<file path="config.mk">
export PLATFORM = sky130hd
export DESIGN_NAME = sntvm_ctrl
export DESIGN_NICKNAME = d
export VERILOG_FILES = /design/src/design/sntvm_pkg.sv /design/src/design/sntvm_ctrl.sv
export SDC_FILE = /design/constraint.sdc
export NUM_CORES = 1
export LEC_CHECK = 0
export BUFFER_PORTS_ARGS = -buffer_cell sky130_fd_sc_hd__buf_4
export CAP_MARGIN = 20
export CORE_ASPECT_RATIO = 0.75
export CORE_MARGIN = 8
export CORE_UTILIZATION = 40
export CTS_CLUSTER_SIZE = 30
export DETAILED_ROUTE_END_ITERATION = 10
export HOLD_SLACK_MARGIN = 0.1
export SYNTH_ARGS = -nofsm -noshare
export SYNTH_HDL_FRONTEND = slang
export SYNTH_SLANG_ARGS = --single-unit
</file>
<file path="constraint.sdc">
create_clock -name clk -period 4.6 [get_ports clk]
set_input_delay 0.92 -clock clk [delete_from_list [all_inputs] [get_ports clk]]
set_output_delay 0.92 -clock clk [all_outputs]
set_load 0.03 [all_outputs]
</file>
<file path="src/design/sntvm_pkg.sv">
// sntvm_pkg: shared types and constants of the trimmed vector mean block.
// Holds the controller-to-datapath command and status structs and the axis codes.
// No dependencies.
`default_nettype none

package sntvm_pkg;

	localparam int unsigned FIELD_W  = 20;
	localparam int unsigned NORM_W   = 40;
	localparam int unsigned CFG_W    = 6;
	localparam int unsigned MIN_N    = 5;
	localparam int unsigned RESET_N  = 11;
	// trimmed entries at each end of the sorted order
	localparam int unsigned TRIM     = 2;

	localparam logic [1:0] AXIS_X = 2'd0;
	localparam logic [1:0] AXIS_Y = 2'd1;
	localparam logic [1:0] AXIS_Z = 2'd2;

	localparam logic [1:0] LAST_CH = 2'd2;

	typedef struct packed {
		logic       wr_en;     // store one input vector
		logic       load_piv;  // capture read data as the pivot vector
		logic       rank_clr;  // clear the pivot rank
		logic       cmp;       // compare read data against the pivot
		logic       j_lt_i;    // compared entry arrived before the pivot
		logic       acc_clr;   // clear the per-axis sums
		logic       acc_add;   // add pivot if its rank is inside the trim window
		logic       div_start; // start dividing the selected axis sum
		logic [1:0] axis;      // axis under division
	} cmd_t;

	typedef struct packed {
		logic div_done;
	} stat_t;

endpackage

`default_nettype wire

</file>
<file path="src/design/sntvm_ctrl.sv">
// sntvm_ctrl: controller FSM; holds sample_count, item counter and the
// rank/sum/divide sequencer. Uses sntvm_pkg.
`default_nettype none

module sntvm_ctrl #(
	parameter int unsigned MAX_SAMPLES = 32
) (
	input  wire logic                                clk,
	input  wire logic                                arst_n,
	input  wire logic                                start,
	input  wire logic                                cfg_valid,
	input  wire logic [sntvm_pkg::CFG_W-1:0]         cfg_data,
	input  wire sntvm_pkg::stat_t                    stat,
	output logic                                     busy,
	output logic                                     cfg_ready,
	output sntvm_pkg::cmd_t                          cmd,
	output logic [$clog2(3*MAX_SAMPLES)-1:0]         wr_addr,
	output logic [$clog2(3*MAX_SAMPLES)-1:0]         rd_addr,
	output logic [$clog2(MAX_SAMPLES+1)-1:0]         n_eff,
	output logic                                     result_valid,
	output logic [1:0]                               channel,
	output logic                                     last
);

	localparam int unsigned AW = $clog2(3 * MAX_SAMPLES);
	localparam int unsigned NW = $clog2(MAX_SAMPLES + 1);
	localparam int unsigned RW = $clog2(MAX_SAMPLES);

	localparam logic [3:0] S_LOAD  = 4'd0;
	localparam logic [3:0] S_WAIT  = 4'd1;
	localparam logic [3:0] S_PRD   = 4'd2;
	localparam logic [3:0] S_PLD   = 4'd3;
	localparam logic [3:0] S_JRD   = 4'd4;
	localparam logic [3:0] S_JCMP  = 4'd5;
	localparam logic [3:0] S_ADD   = 4'd6;
	localparam logic [3:0] S_DIV   = 4'd7;
	localparam logic [3:0] S_DWAIT = 4'd8;
	localparam logic [3:0] S_OUT   = 4'd9;

	logic [3:0]                  state_q;
	logic [sntvm_pkg::CFG_W-1:0] count_q;
	logic [AW-1:0]               k_q;
	logic [RW-1:0]               i_q, j_q;
	logic [1:0]                  ch_q;
	logic [1:0]                  axis_q;
	logic                        accept;
	logic                        k_last, i_last, j_last;

	// clamp the configured count to the legal range
	always_comb begin
		int unsigned sc;
		sc = int'(count_q);
		if (sc < sntvm_pkg::MIN_N) begin
			sc = sntvm_pkg::MIN_N;
		end
		if (sc > MAX_SAMPLES) begin
			sc = MAX_SAMPLES;
		end
		n_eff = NW'(sc);
	end

	assign busy      = (state_q != S_LOAD);
	assign cfg_ready = !busy;
	assign accept    = start && !busy;
	assign k_last    = (int'(k_q) == 3 * int'(n_eff) - 1);
	assign i_last    = (int'(i_q) == int'(n_eff) - 1);
	assign j_last    = (int'(j_q) == int'(n_eff) - 1);

	// sequencer
	always_ff @(posedge clk or negedge arst_n) begin
		if (!arst_n) begin
			state_q <= S_LOAD;
			count_q <= sntvm_pkg::CFG_W'(sntvm_pkg::RESET_N);
			k_q     <= '0;
			i_q     <= '0;
			j_q     <= '0;
			ch_q    <= '0;
			axis_q  <= sntvm_pkg::AXIS_X;
		end else begin
			case (state_q)
				S_LOAD: begin
					if (cfg_valid) begin
						count_q <= cfg_data;
						k_q     <= '0;
					end else if (accept) begin
						if (k_last) begin
							k_q     <= '0;
							state_q <= S_WAIT;
						end else begin
							k_q <= k_q + AW'(1);
						end
					end
					ch_q <= '0;
					i_q  <= '0;
				end
				S_WAIT: begin
					state_q <= S_PRD;
				end
				S_PRD: begin
					state_q <= S_PLD;
				end
				S_PLD: begin
					j_q     <= '0;
					state_q <= S_JRD;
				end
				S_JRD: begin
					state_q <= S_JCMP;
				end
				S_JCMP: begin
					if (j_last) begin
						state_q <= S_ADD;
					end else begin
						j_q     <= j_q + RW'(1);
						state_q <= S_JRD;
					end
				end
				S_ADD: begin
					if (i_last) begin
						axis_q  <= sntvm_pkg::AXIS_X;
						state_q <= S_DIV;
					end else begin
						i_q     <= i_q + RW'(1);
						state_q <= S_PRD;
					end
				end
				S_DIV: begin
					state_q <= S_DWAIT;
				end
				S_DWAIT: begin
					if (stat.div_done) begin
						if (axis_q == sntvm_pkg::AXIS_Z) begin
							state_q <= S_OUT;
						end else begin
							axis_q  <= axis_q + 2'd1;
							state_q <= S_DIV;
						end
					end
				end
				S_OUT: begin
					i_q <= '0;
					if (ch_q == sntvm_pkg::LAST_CH) begin
						state_q <= S_LOAD;
					end else begin
						ch_q    <= ch_q + 2'd1;
						state_q <= S_PRD;
					end
				end
				default: begin
					state_q <= S_LOAD;
				end
			endcase
		end
	end

	// store addresses: item k, or element i/j of channel ch at 3*index+ch
	assign wr_addr = k_q;
	always_comb begin
		if (state_q == S_JRD) begin
			rd_addr = AW'(3 * int'(j_q) + int'(ch_q));
		end else begin
			rd_addr = AW'(3 * int'(i_q) + int'(ch_q));
		end
	end

	// datapath commands
	always_comb begin
		cmd           = '0;
		cmd.wr_en     = accept && !cfg_valid;
		cmd.load_piv  = (state_q == S_PLD);
		cmd.rank_clr  = (state_q == S_PLD);
		cmd.cmp       = (state_q == S_JCMP);
		cmd.j_lt_i    = (j_q < i_q);
		cmd.acc_clr   = (state_q == S_WAIT) || (state_q == S_OUT);
		cmd.acc_add   = (state_q == S_ADD);
		cmd.div_start = (state_q == S_DIV);
		cmd.axis      = axis_q;
	end

	assign result_valid = (state_q == S_OUT);
	assign channel      = ch_q;
	assign last         = (ch_q == sntvm_pkg::LAST_CH);

endmodule

`default_nettype wire

</file>
## After elaboration in Yosys (flattened, before gate mapping)

Index checks and enable logic that the tools add are counted.
Widths: inputs -> output; s select.

| storage, ports and cells | value |
|---|---|
| bits in registers | 31 |
| bits in latches | 0 |
| memory bits (writable) | 0 |
| memory bits (read-only) | 0 |
| input bits | 11 |
| output and inout port bits | 36 |
| memories kept | 0 |

| cells by class | value |
|---|---|
| add/sub/neg operators | 9 |
| multiply operators | 3 |
| div/mod/pow operators | 0 |
| magnitude comparators | 3 |
| equality and inequality tests | 23 |
| shift-type cells | 0 |
| muxes and demuxes | 25 |
| bitwise logic cells | 0 |
| reductions and logical operators | 20 |

Operator list:

| operator | number |
|---|---|
| $pmux 4 s10 | 1 |
| $gt 32x6->1 const B | 1 |
| $mux 7 | 4 |
| $mux 4 | 5 |
| $pmux 5 s2 | 2 |
| $eq 4x3->1 const B | 4 |
| $ne 2x2->1 const B | 8 |
| $add 7x2->7 | 2 |
| $eq 6x7->1 | 2 |
| $mul 2x5->7 const A | 2 |
| $mux 2 | 6 |
| $mux 6 | 2 |
| $add 5x1->5 const B | 2 |
| $mux 5 | 2 |
| $reduce_and 2->1 | 5 |
| $reduce_bool 2->1 | 5 |
| $eq 8x9->1 | 1 |
| $sub 8x1->9 const B | 1 |
| $eq 4x2->1 const B | 2 |
| $eq 4x4->1 const B | 2 |
| $mul 2x6->8 const A | 1 |
| $pmux 2 s2 | 2 |
| $reduce_and 4->1 | 2 |
| $add 7x1->7 const B | 1 |
| 14 further kinds | 18 |

## Depth between registers and ports, before layout

| depth | value |
|---|---|
| depth after elaboration | 11 |
| gate-level depth with buffers | 15 |

## Worst setup path after synthesis

OpenSTA, ideal clock, no wires.

| timing path | value |
|---|---|
| path kind | register to register |
| start point | reg count_q[5] (netlist name) |
| end point | reg k_q[1], in the netlist wr_addr[1] |
| arrival time | 3.917 ns |
| setup slack | 0.562 ns |
| cell stages (with the launch flop) | 15 |
| clock period less this slack | 4.038 ns |
| cell sequence | dfrtp_1 -> buf_2 -> buf_2 -> nor2_1 -> inv_1 -> ha_1 -> inv_1 -> ha_1 -> xnor2_1 -> or3_1 -> a22o_1 -> or4_1 -> buf_2 -> or2_1 -> a32o_1 |

| on the way | value |
|---|---|
| word-level cells in the longest chain between the ends | 10 |

Ends and longest elaborated chain:

| what | line | RTL |
|---|---|---|
| start, declared | sntvm_ctrl.sv:41 | `logic [sntvm_pkg::CFG_W-1:0] count_q;` |
| start signal, assigned | sntvm_ctrl.sv:73 | `count_q <= sntvm_pkg::CFG_W'(sntvm_pkg::RESET_N);` |
| start signal, assigned | sntvm_ctrl.sv:83 | `count_q <= cfg_data;` |
| $lt 6x3->1 | sntvm_ctrl.sv:53 | `if (sc < sntvm_pkg::MIN_N) begin` |
| $mux 6 * | sntvm_ctrl.sv:53 |  |
| $gt 32x6->1 | sntvm_ctrl.sv:56 | `if (sc > MAX_SAMPLES) begin` |
| $mux 6 * | sntvm_ctrl.sv:56 |  |
| named net n_eff[2] | sntvm_ctrl.sv:19 | `output logic [$clog2(MAX_SAMPLES+1)-1:0] n_eff,` |
| $mul 2x6->8 * | sntvm_ctrl.sv:65 | `assign k_last = (int'(k_q) == 3 * int'(n_eff) - 1);` |
| $sub 8x1->9 * | sntvm_ctrl.sv:65 |  |
| $eq 8x9->1 * | sntvm_ctrl.sv:65 |  |
| $mux 7 * | sntvm_ctrl.sv:86 | `if (k_last) begin` |
| $mux 7 * | sntvm_ctrl.sv:85 | `end else if (accept) begin` |
| $mux 7 * | sntvm_ctrl.sv:82 | `if (cfg_valid) begin` |
| end signal, assigned | sntvm_ctrl.sv:90 | `k_q <= k_q + AW'(1);` |
| end, declared | sntvm_ctrl.sv:42 | `logic [AW-1:0] k_q;` |

Mark *: on every way through the listed nets, which the timed path passes. The rest lies on a longest branch. The select of a mux whose other input is x is not followed.
A chain may end at the register's enable or synchronous reset.

## Worst setup path after layout

| timing path | value |
|---|---|
| start point | reg count_q[4] (netlist name) |
| end point | reg k_q[1], in the netlist wr_addr[1] |

| on the way | value |
|---|---|
| word-level cells in the longest chain between the ends | 10 |

Ends and longest elaborated chain:

| what | line |
|---|---|
| $lt 6x3->1 | sntvm_ctrl.sv:53 |
| $mux 6 * | sntvm_ctrl.sv:53 |
| $gt 32x6->1 | sntvm_ctrl.sv:56 |
| $mux 6 * | sntvm_ctrl.sv:56 |
| $mul 2x6->8 * | sntvm_ctrl.sv:65 |
| $sub 8x1->9 * | sntvm_ctrl.sv:65 |
| $eq 8x9->1 * | sntvm_ctrl.sv:65 |
| $mux 7 * | sntvm_ctrl.sv:86 |
| $mux 7 * | sntvm_ctrl.sv:85 |
| $mux 7 * | sntvm_ctrl.sv:82 |

Mark *: on every way between the ends. The rest lies on a longest branch, timed or not. The select of a mux whose other input is x is not followed.

==> results by stage <==
Outcome:
- The run finished with clean final reports.

Floorplan:
- In this run the standard cell core region covers 0.007883 mm².
- Row generation in the floorplan step produced 28 rows.
- The top-level port count is 47.
- The overall die height is 93.92 µm.
- The overall die width is 119.9 µm.
- The effective utilization at floorplan is 0.4108.
- The floorplan step defined a die boundary enclosing 0.01126 mm².

Global routing:
- The total overflow left after global routing is 0.
- The layer with the highest usage after global routing is met1.
- For this run, global-route usage on met3 was measured as 0.03724.
- The met2 demand-to-capacity share in global routing is 0.2172.
- The global-route wire length before repair is 13770 µm.
- The maximum number of pins on one net before global-route repair is 32.
- The number of global-route vias before repair is 2723.
- The global-route usage over all layers is 0.1496.
- The initial antenna violation count is 0.
- The global-route met1 utilization is 0.2191.

Route:
- In this run, the number of DRC markers left after iteration 0 of detailed routing was 175.
- The total routed wirelength is 8233 µm.
- The number of remaining DRC errors is 0.
- In the routed layout, each cell is associated on average with a via count of 5.440.
- The total via count in the routed design is 2867.
- The remaining number of nets flagged by the antenna check after routing is 0.
- The number of optimization iterations in the first detailed-route pass is 4.
- In the final routed layout, each cell accounts on average for 15.62 µm.

Clock tree:
- Post-CTS timing repair inserted 0 buffers for setup.
- Buffers inserted during clock tree synthesis total 5.
- The CTS tree is yes.
- The clock passes through at most 2 buffers.
- The root buffer cell chosen for the clock tree is clkbuf_8.
- Post-CTS repair changed the size of 0 cells.
- The H-tree depth is 2.
- The post-cts hold buffer count is 0.
- Clock-pin slew was measured on the worst setup and hold paths at 0.07 ns.
- At the later pin of the worst-skew pair, clock insertion delay measures 0.29 ns.
- The clock net sink count is 31.

Worst setup path:
- Among cell families on the critical path, the largest total delay comes from simple AND/OR/NAND/NOR gates.
- The largest fanout on the critical path is 13.
- STA puts the critical path data arrival time at 4.18 ns.
- On the worst path, the slowest cell contributes a delay of 0.66 ns.
- Traced cell by cell, the critical path runs through o21ba_1 > nor2_1 > inv_1 > ha_1 > inv_1 > ha_1 > xnor2_1 > or3_1 > a22o_1 > or4_1 > or2_1 > a32o_1.
- The category of the critical setup timing path is reg2reg.
- The first element of the critical path is count_q[4].
- The worst setup path is launched from a register.
- For this design, the slowest cell found on the critical path is or4_1.
- The data required time at the worst endpoint is 4.78 ns.
- The capturing element type of the critical path is a register.
- The startpoint identified for the worst register-to-register timing path is count_q[4].
- The critical path contains buffers and inverters numbering 2 combined.

Placed design:
- Once detailed placement completed, the half-perimeter wirelength came to 6399 µm.
- Prior to clock tree synthesis, the placed netlist has a worst setup slack of 0.6484 ns.
- The count of buffers added on input and output ports is 46.
- The number of placed cells counting well taps is 519.
- Once placement finished, the instance area stood at 0.003635 mm².
- The final weighted congestion in routability-driven placement is 0.8806.

Layout:
- The area overhead of the layout relative to synthesis is 15.73%.
- The share of final-layout standard cells stronger than drive strength 1 is 0.1754.
- The antenna diode count is 0.
- The number of cells in the finished layout apart from fillers is 527.
- The final core utilization is 0.4754.
- The finished cells cover 0.003747 mm².
- After the last flow step, the layout net total stands at 476.

STA:
- Measured against its own limit, the worst slew margin works out to 0.5266.
- Between clock sinks in the finished design, the worst skew comes to 0.006483 ns.
- Dividing the final minimum period by the clock period gives 0.8697.
- The transition at the pin with the smallest max-transition slack is 0.7047 ns.
- The final setup TNS is 0 ns.
- The number of max-slew violations in the final report is 0.
- Setup violations remaining at the end of the flow were counted as 0.
- Setup repair after global routing left no endpoint under its margin.
- In the post-route analysis, the smallest setup slack over all paths is 0.5996 ns.
- The hold violation count in the final report is 0.
- Static timing analysis puts the maximum clock frequency at 0.2500 GHz.
- The worst path in the final design needs a cycle of 4.000 ns, including I/O delays and setup.

Logic synthesis:
- The synthesized instance count is 385.
- The number of synthesized register bits is 31.
- The number of distinct library cells after synthesis is 60.
- The synthesized netlist occupies a cell area of 0.003238 mm².
- The primary flip-flop cell chosen by synthesis mapping is dfrtp_1.
- In the synthesized netlist the async set-or-reset flop fraction comes to 1.000.
- Dividing the synthesized area by the synthesized cell count gives 8.411 µm².
- Counting flops with a built-in enable in the synthesized netlist gives 0.
- Yosys printed 0 warnings.
- The sequential element share of the synthesized area is 0.2407.
- The total nets after synthesis is 440.

Min path:
- The path class of the tightest hold or removal check is in2async.

Power:
- The power density of the placed cells is 756.4 mW/mm².
- The reported leakage power is 1.830 nW.
- The worst-case IR drop observed on VDD is 0.0003672 V.

Flow run:
- Across the run, the number of max-cap violations was 0.
## layout make-up
cell class / instances / area [µm²]
Fill cell: 809 / 4135
Multi-Input combinational cell: 296 / 2221
Sequential cell: 31 / 779.5
Timing Repair Buffer: 47 / 352.8
Inverter: 40 / 150.1
Tap cell: 105 / 131.4
Clock buffer: 5 / 68.82
Clock inverter: 3 / 43.79
## registers in the layout, indices dropped and copies added, names as in the netlist
register	count
wr_addr	7
j_q	5
channel	2
i_q	5
state_q	4
axis_q	2
count_q	6
## logic make-up after synthesis
| group | Yosys count | share of synthesized area |
|---|---|---|
| flip-flops | 31 | 0.2407 |
| adder cells (fa/ha/maj) | 44 | 0.1793 |
| AO/OA/AOI/OAI | 91 | 0.1851 |
| buffers and inverters | 58 | 0.07341 |
| AND/OR/NAND/NOR | 118 | 0.1901 |
| XOR/XNOR | 25 | 0.07187 |
| multiplexers | 18 | 0.05951 |
## stage by stage
stage | hold slack (ns) | power (mW)
6_report | 0.5663 | 2.834
5_1_grt | 0.5931 | 3.095
4_1_cts | 0.5741 | 2.833
3_5_place_dp | 0.5790 | 2.540
3_3_place_gp | 0.5699 | 2.518
2_1_floorplan | 0.5363 | 2.024
## metal layers
layer	wire [µm]	vias up
li1	-	1435
met3	525	5
met2	3357	82
met1	4312	1345
met4	38	0
met5	0	-
## cells in the mapped netlist (3+ instances only)
library cell  count  area [µm²]
a22oi_1           3       22.52
nand3_1          12       60.06
nor2b_1           6       37.54
nand2b_1          9       56.30
or4_1             3       22.52
xor2_1            8       70.07
mux2i_1           8       80.08
mux2_2           10       112.6
nor2_1           17       63.81
dfstp_2           3       78.83
o211ai_1          3       22.52
o31ai_1           3       22.52
o22ai_1           6       37.54
a21oi_1          21       105.1
xnor2_1          16       140.1
nor3_1            9       45.04
nor3b_1           6       45.04
inv_1            40       150.1
dfrtp_1          28       700.7
ha_1             40       500.5
fa_1              4       80.08
a21o_1            6       45.04
a22o_1            3       26.28
buf_2             7       35.03
clkbuf_1          9       33.78
and3_1            5       31.28
a31oi_1           4       25.02
o21ai_0          22       110.1
nand2_1          36       135.1
## final timing paths
| kind | end | slack (ns) | depth (start not counted) |
|---|---|---|---|
| worst max-delay path | wr_addr[1] | 0.60 | 12 |
| worst min-delay path | j_q[0] | 0.57 | 1 |
| worst max register to register | wr_addr[1] | 0.60 | 12 |
| max in group asynchronous | count_q[0] | 3.69 | 1 |
| min in group clk | channel[0] | 0.59 | 1 |
| worst min register to register | channel[0] | 0.59 | 1 |
## cell usage in the layout (no fill, tap or decap), types with 3 or more instances in the layout
cell type	instances
a22oi_1	3
nor3_1	9
fa_1	4
xnor2_1	16
nor2b_1	6
buf_4	47
a21o_1	6
a22o_1	3
nand2b_1	9
clkbuf_8	5
o31ai_1	3
dfstp_2	3
dfrtp_1	28
mux2_2	10
o211ai_1	3
and3_1	5
o22ai_1	6
nor2_1	17
nand2_1	36
xor2_1	8
a31oi_1	4
nor3b_1	6
a21oi_1	21
mux2i_1	8
nand3_1	12
o21ai_0	22
or4_1	3
inv_1	40
ha_1	40
## report_power, final
group          total, mW  switching [mW]  internal (mW)
Sequential         0.563           0.202          0.361
Clock              0.276           0.114          0.161
Combinational       2.00            1.18          0.820
Power figures use the tool's default switching activity.
